==> config.mk <==
export PLATFORM = sky130hd
export DESIGN_NAME = utf16le_validating_decoder
export DESIGN_NICKNAME = d
export VERILOG_FILES = /design/src/hdl/u16d_pkg.sv /design/src/hdl/utf16le_validating_decoder.sv /design/src/hdl/u16d_step.sv /design/src/hdl/u16d_outq.sv
export SDC_FILE = /design/constraint.sdc
export NUM_CORES = 1
export LEC_CHECK = 0
export BUFFER_PORTS_ARGS = -buffer_cell sky130_fd_sc_hd__buf_2
export CAP_MARGIN = 5
export CORE_ASPECT_RATIO = 0.9
export CORE_UTILIZATION = 50
export DETAILED_ROUTE_END_ITERATION = 12
export HOLD_SLACK_MARGIN = 0.1
export PLACE_DENSITY_LB_ADDON = 0.25
export RECOVER_POWER = 50
export SETUP_SLACK_MARGIN = 0.3
export SYNTH_ARGS = -nofsm -noshare
export SYNTH_HDL_FRONTEND = slang
export SYNTH_SLANG_ARGS = --single-unit
==> constraint.sdc <==
create_clock -name clk -period 3.8 [get_ports clk]
set_clock_uncertainty 0.15 [all_clocks]
set_input_delay 0.76 -clock clk [delete_from_list [all_inputs] [get_ports clk]]
set_output_delay 0.76 -clock clk [all_outputs]
set_load 0.02 [all_outputs]
==> src/hdl/u16d_pkg.sv <==
`default_nettype none
package u16d_pkg;

	// status codes reported with the final item of a payload
	typedef enum logic [2:0] {
		ST_OK        = 3'd0,
		ST_ODD       = 3'd1,
		ST_AFTER_NUL = 3'd2,
		ST_HIGH_END  = 3'd3,
		ST_BAD_PAIR  = 3'd4,
		ST_LONE_LOW  = 3'd5,
		ST_NO_NUL    = 3'd6
	} status_t;

	// surrogate ranges
	localparam logic [15:0] HIGH_FIRST = 16'hD800;
	localparam logic [15:0] HIGH_LAST  = 16'hDBFF;
	localparam logic [15:0] LOW_FIRST  = 16'hDC00;
	localparam logic [15:0] LOW_LAST   = 16'hDFFF;
	localparam logic [15:0] NUL_UNIT   = 16'h0000;

	// result queue geometry
	localparam int QDEPTH = 4;
	localparam int QAW    = $clog2(QDEPTH);

	typedef struct packed {
		logic [7:0] data_byte;
		logic       last_byte;
	} in_item_t;

	typedef struct packed {
		logic [15:0] code_unit;
		logic        kind;
		status_t     status;
		logic        end_of_run;
	} out_item_t;

	// results produced by one accepted byte
	typedef struct packed {
		logic [1:0] count;
		out_item_t  r0;
		out_item_t  r1;
	} step_res_t;

	function automatic logic is_high(input logic [15:0] u);
		is_high = (u >= HIGH_FIRST) && (u <= HIGH_LAST);
	endfunction

	function automatic logic is_low(input logic [15:0] u);
		is_low = (u >= LOW_FIRST) && (u <= LOW_LAST);
	endfunction

endpackage
`default_nettype wire

==> src/hdl/utf16le_validating_decoder.sv <==
// Validating little-endian UTF-16 decoder. Bytes of a NUL-terminated payload
// enter one per cycle, low byte of each unit first, with last_byte set on the
// final byte. Each accepted non-NUL code unit leaves as an item of kind 0; a
// surrogate pair leaves as two items once its low half is checked, and the
// unit closed by the last byte is checked but not sent. The last byte always
// yields one status item of kind 1; an odd length reports status 1 over any
// other error. After the first error nothing more is sent until that status.
// Each byte is decoded in the cycle it is accepted, its results going into a
// four-entry queue that drains one item per cycle unless stalled; a byte is
// taken every cycle while two slots are free, sustaining one byte per cycle.
`default_nettype none
module utf16le_validating_decoder import u16d_pkg::*; (
	input  wire logic      clk,
	input  wire logic      arst_n,
	input  wire logic      byte_valid,
	output logic           byte_ready,
	input  wire in_item_t  byte_item,
	output logic           res_valid,
	input  wire logic      res_ready,
	output out_item_t      res_item
);

	logic      accept;
	logic      room;
	step_res_t step;

	assign byte_ready = room;
	assign accept     = byte_valid && byte_ready;

	// byte decoder and payload state
	u16d_step u_step (
		.clk    (clk),
		.arst_n (arst_n),
		.accept (accept),
		.item   (byte_item),
		.res    (step)
	);

	// result queue
	u16d_outq u_outq (
		.clk       (clk),
		.arst_n    (arst_n),
		.push      (accept),
		.wr        (step),
		.room      (room),
		.res_valid (res_valid),
		.res_ready (res_ready),
		.res_item  (res_item)
	);

endmodule
`default_nettype wire

==> src/hdl/u16d_step.sv <==
`default_nettype none
module u16d_step import u16d_pkg::*; (
	input  wire logic      clk,
	input  wire logic      arst_n,
	input  wire logic      accept,
	input  wire in_item_t  item,
	output step_res_t      res
);

	logic        phase_q, phase_n;
	logic [7:0]  hold_q, hold_n;
	logic [15:0] held_q, held_n;
	logic        hp_q, hp_n;
	logic        term_q, term_n;
	status_t     err_q, err_n;
	logic [15:0] unit;
	status_t     fin;

	assign unit = {item.data_byte, hold_q};

	// decode one byte against the current payload state
	always_comb begin
		phase_n = phase_q;
		hold_n  = hold_q;
		held_n  = held_q;
		hp_n    = hp_q;
		term_n  = term_q;
		err_n   = err_q;
		fin     = ST_OK;
		res     = '0;
		if (!phase_q) begin
			if (item.last_byte) begin
				// odd length wins over everything
				res.count = 2'd1;
				res.r0 = '{code_unit: 16'h0, kind: 1'b1, status: ST_ODD, end_of_run: 1'b1};
				phase_n = 1'b0;
				hold_n  = '0;
				held_n  = '0;
				hp_n    = 1'b0;
				term_n  = 1'b0;
				err_n   = ST_OK;
			end else begin
				hold_n  = item.data_byte;
				phase_n = 1'b1;
			end
		end else begin
			phase_n = 1'b0;
			hold_n  = '0;
			if (err_q == ST_OK) begin
				// a plain unit closing the payload matches no arm and is only checked
				if (hp_q) begin
					if (is_low(unit)) begin
						if (!item.last_byte) begin
							res.count = 2'd2;
							res.r0 = '{code_unit: held_q, kind: 1'b0, status: ST_OK,
								end_of_run: 1'b0};
							res.r1 = '{code_unit: unit, kind: 1'b0, status: ST_OK,
								end_of_run: 1'b1};
						end
						hp_n   = 1'b0;
						held_n = '0;
					end else begin
						err_n = ST_BAD_PAIR;
					end
				end else if (term_q) begin
					if (unit != NUL_UNIT) begin
						err_n = ST_AFTER_NUL;
					end
				end else if (unit == NUL_UNIT) begin
					term_n = 1'b1;
				end else if (is_high(unit)) begin
					held_n = unit;
					hp_n   = 1'b1;
				end else if (is_low(unit)) begin
					err_n = ST_LONE_LOW;
				end else if (!item.last_byte) begin
					res.count = 2'd1;
					res.r0 = '{code_unit: unit, kind: 1'b0, status: ST_OK, end_of_run: 1'b1};
				end
			end
			if (item.last_byte) begin
				// final status, first latched error first
				priority if (err_n != ST_OK) begin
					fin = err_n;
				end else if (hp_n) begin
					fin = ST_HIGH_END;
				end else if (!term_n) begin
					fin = ST_NO_NUL;
				end else begin
					fin = ST_OK;
				end
				res.count = 2'd1;
				res.r0 = '{code_unit: 16'h0, kind: 1'b1, status: fin, end_of_run: 1'b1};
				res.r1 = '0;
				hold_n = '0;
				held_n = '0;
				hp_n   = 1'b0;
				term_n = 1'b0;
				err_n  = ST_OK;
			end
		end
	end

	// payload state
	always_ff @(posedge clk or negedge arst_n) begin
		if (!arst_n) begin
			phase_q <= 1'b0;
			hold_q  <= '0;
			held_q  <= '0;
			hp_q    <= 1'b0;
			term_q  <= 1'b0;
			err_q   <= ST_OK;
		end else if (accept) begin
			phase_q <= phase_n;
			hold_q  <= hold_n;
			held_q  <= held_n;
			hp_q    <= hp_n;
			term_q  <= term_n;
			err_q   <= err_n;
		end
	end

endmodule
`default_nettype wire

==> src/hdl/u16d_outq.sv <==
`default_nettype none
module u16d_outq import u16d_pkg::*; (
	input  wire logic      clk,
	input  wire logic      arst_n,
	input  wire logic      push,
	input  wire step_res_t wr,
	output logic           room,
	output logic           res_valid,
	input  wire logic      res_ready,
	output out_item_t      res_item
);

	out_item_t        entry_q [QDEPTH];
	logic [QAW-1:0]   wr_ptr_q;
	logic [QAW-1:0]   rd_ptr_q;
	logic [QAW:0]     count_q;
	logic [1:0]       nwr;
	logic             pop;
	logic [QAW-1:0]   wr_ptr_1;

	assign nwr       = push ? wr.count : 2'd0;
	assign res_valid = (count_q != '0);
	assign pop       = res_valid && res_ready;
	assign res_item  = entry_q[rd_ptr_q];
	assign wr_ptr_1  = wr_ptr_q + QAW'(1);
	// two free slots cover the worst case of one byte
	assign room      = (count_q <= (QAW+1)'(QDEPTH - 2));

	// result storage
	always_ff @(posedge clk) begin
		if (nwr != 2'd0) begin
			entry_q[wr_ptr_q] <= wr.r0;
		end
		if (nwr == 2'd2) begin
			entry_q[wr_ptr_1] <= wr.r1;
		end
	end

	// pointers and fill level
	always_ff @(posedge clk or negedge arst_n) begin
		if (!arst_n) begin
			wr_ptr_q <= '0;
			rd_ptr_q <= '0;
			count_q  <= '0;
		end else begin
			wr_ptr_q <= wr_ptr_q + QAW'(nwr);
			if (pop) begin
				rd_ptr_q <= rd_ptr_q + QAW'(1);
			end
			count_q <= count_q + (QAW+1)'(nwr) - (QAW+1)'(pop);
		end
	end

endmodule
`default_nettype wire

==> impl_metrics.toml <==
[status]
violations = "capacitance limit, slew limit"
status = "finished, violations left"

[worst_setup_path]
critPathKind = "register to register"
regToRegSetupSlack_ns = 0.52
crit_path_end_kind = "register"
critPathArrivalTime_ns = 3.24
crit_family = "simple AND/OR/NAND/NOR gates"
cp_max_fo = 17
cp.required_ns = 3.76
max_stage_delay_ns = 1.10
cp_cell_sequence = "nor4_1, and4_1, nor4_1, o21ai_1, buf_4, nand2_1, buf_4"
reg2reg_depth = 7
reg2reg_to = "u_outq.entry_q[0][12]"
reg2reg_from = "u_step.hold_q[3]"
start_kind = "register"
cpMaxStageDelayCell = "nor4_1"
crit_buf_inv = 2

[synthesis]
synth_area_mm2 = 0.006032
synth_fa_ha_area_share_pct = 1.162
synth-simple-area-share_pct = 12.05
synth_xor_area_share_pct = 0.8712
synth_warnings = 0
yosys_most_used_dff = "edfxtp_1"
synth_compound_area_share_pct = 17.71
syn_area_per_cell_um2 = 12.49
ys_async_sr_fraction_pct = 30.58
synth_cell_types = 64
syn-num-nets = 501
synthCells = 483
synth-edff-count = 68
synthMuxAreaShare_pct = 9.853
ys_ff_latch = 121
seq_area_frac_synth_pct = 54.51
synth_top_family_by_area = "compound AO/OA/AOI/OAI gates"

[finish]
fillerInstances = 925
regArea_mm2 = 0.003288
area_growth_pct = 14.08
drive_gt1_share_pct = 20.79
multiInputGateArea_mm2 = 0.002474
fin_cells = 685
fin_nets = 534
diodes = 0

[power]
p_leak_nw = 2.721
irDropWorstVdd_mv = 0.3143
p_total_mw = 4.975
pwr_density_cell_mw_per_mm2 = 723.0

[placed_design]
dp_hpwl_um = 10160
place_congestion = 0.8938
portBuffers = 35
placed_cells = 653
pre_cts_ws_ns = 0.5625

[grt]
grt_usage_pct = 25.09
grt_max_degree = 38
top_usage_layer = "met2"
grt_pass1_vias = 4266
grt-ovfl-total = 0
grt_antenna_before_repair = 0
use_met1_pct = 36.43
use_met3_pct = 5.526
gr-usage-met2_pct = 37.48
grt_first_pass_wirelength_um = 23400

[worst_hold_path]
holdPathStages = 2
whs_endpoint = "u_outq.entry_q[3][3]"
worstHoldStart = "u_outq.entry_q[3][3]"
hold_path.class = "register to register"

[cts]
cts_root_buffer = "clkbuf_16"
holdBufCountCts = 0
post_cts_resized = 0
clock-sinks = 121
clock_latency_ns = 0.42
clk_pin_slew_ns = 0.05
numCtsBuffers = 17
cts_tree = "built"
cts_setup_buffers = 0
clk_path_buf_depth = 2
htreeDepth = 4

[die]
core_area_mm2 = 0.01157
io_pins = 36
initial_core_util_pct = 52.12
fp.dieArea_mm2 = 0.01251
rows = 37
die_x_um = 117.8
die_y_um = 106.2

[detailed_routing]
ant_nets = 0
dr.pass1.iters = 5
num_vias = 4415
wire_per_inst_um = 21.53
drtIter0Drc = 531
via_per_inst = 6.445
drc = 0
wl_um = 14750

[timing]
postLayoutSetupSlackWorst_ns = 0.5160
worstMarginPinSlew_ns = 2.029
rsz0062_at_grt = "no"
finalSetupViolCount = 0
relSlewSlack_pct = -35.29
setup_tns_ns = 0
fin_crit_sh_pct = 86.42
min_period_ns = 3.284
hold_violations = 0
max_freq_mhz = 304.5
maxSlewViolCount = 38

[job]
cap_violations = 1
==> where the power goes <==
group          switching (mW)  internal (mW)
clock network           0.579           1.02
registers               0.227           1.62
logic                   0.908          0.617
total                    1.71           3.26
==> cell usage after synthesis (11+ instances only) <==
| cell | number | share of area [%] |
|---|---|---|
| a22o_1 | 28 | 4.1 |
| nand2_1 | 45 | 2.8 |
| a32o_1 | 18 | 3.0 |
| mux4_2 | 21 | 7.8 |
| inv_1 | 13 | 0.81 |
| o21ai_0 | 35 | 2.9 |
| mux2i_1 | 11 | 1.8 |
| clkbuf_1 | 20 | 1.2 |
| dfxtp_1 | 16 | 5.3 |
| nor2_1 | 21 | 1.3 |
| edfxtp_1 | 68 | 34 |
| dfrtp_1 | 37 | 15 |
==> worst register-to-register path: cells and delay by family (launching register included) <==
family | cells | cell delay (ns)
simple gates | 4 | 1.58
flops | 1 | 0.52
compound gates | 1 | 0.22
buf+inv | 2 | 0.50
==> layout by cell type, fill, tap and decap left out, types with 11 or more instances in the layout <==
cell type	count
edfxtp_1	68
nand2_1	45
dfrtp_1	37
o21ai_0	35
buf_2	31
a22o_1	28
nor2_1	21
mux4_2	21
a32o_1	18
clkbuf_16	17
dfxtp_1	16
inv_1	13
buf_4	13
mux2i_1	11
==> state kept, by name, summed over array words and instances, names as in the netlist <==
signal and cells:
u_outq.count_q 3, u_outq.entry_q 84, u_outq.rd_ptr_q 2, u_outq.wr_ptr_q 2, u_step.err_q 3, u_step.held_q 16, u_step.hold_q 8, u_step.hp_q 1
u_step.phase_q 1, u_step.term_q 1
==> layer usage <==
metal	part of all wire, %	wire, µm
met1	45	6642
met2	45	6668
met3	8.6	1275
met4	1.1	161
met5	0	0
==> final cells by class <==
type                       count  area share [%]
clock buffer                  19           6.291
clock inverter                13           2.200
inverter                      13          0.7091
multi-input combinational    310           35.95
sequential                   121           47.78
tap                          156           2.836
timing repair buffer          53           4.236
==> metrics by stage <==
stage	instance area, µm²	hold WS [ns]	utilization, %
3_3_place_gp	6355	0.2924	54.91
6_report	6882	0.3123	59.46
2_1_floorplan	6032	0.2853	-
4_1_cts	6939	0.3117	59.96
5_1_grt	6882	0.3403	59.46
3_5_place_dp	6355	0.3053	54.91
==> logic make-up after synthesis <==
group                      Yosys count
adders and majority gates            5
xor gates and xnor gates             6
muxes                               33
AOI/OAI and AO/OA                  136
and+or+nand+nor                    130
buffers and inverters               52
DFF                                121
==> worst max-delay path by stage <==
stage	start	to	slack, ns	depth (start not counted)
4_1_cts	u_outq.rd_ptr_q[1]	res_item[11]	0.80	2
2_1_floorplan	byte_item[1]	u_outq.entry_q[0][0]	0.70	6
3_3_place_gp	byte_item[7]	u_outq.count_q[2]	0.66	9
3_5_place_dp	byte_item[6]	u_outq.entry_q[0][8]	0.56	8
6_report	u_step.hold_q[3]	u_outq.entry_q[0][12]	0.52	7
5_1_grt	u_outq.count_q[1]	u_outq.entry_q[3][7]	0.38	7
Note: power is estimated with default switching activity, not from simulation.
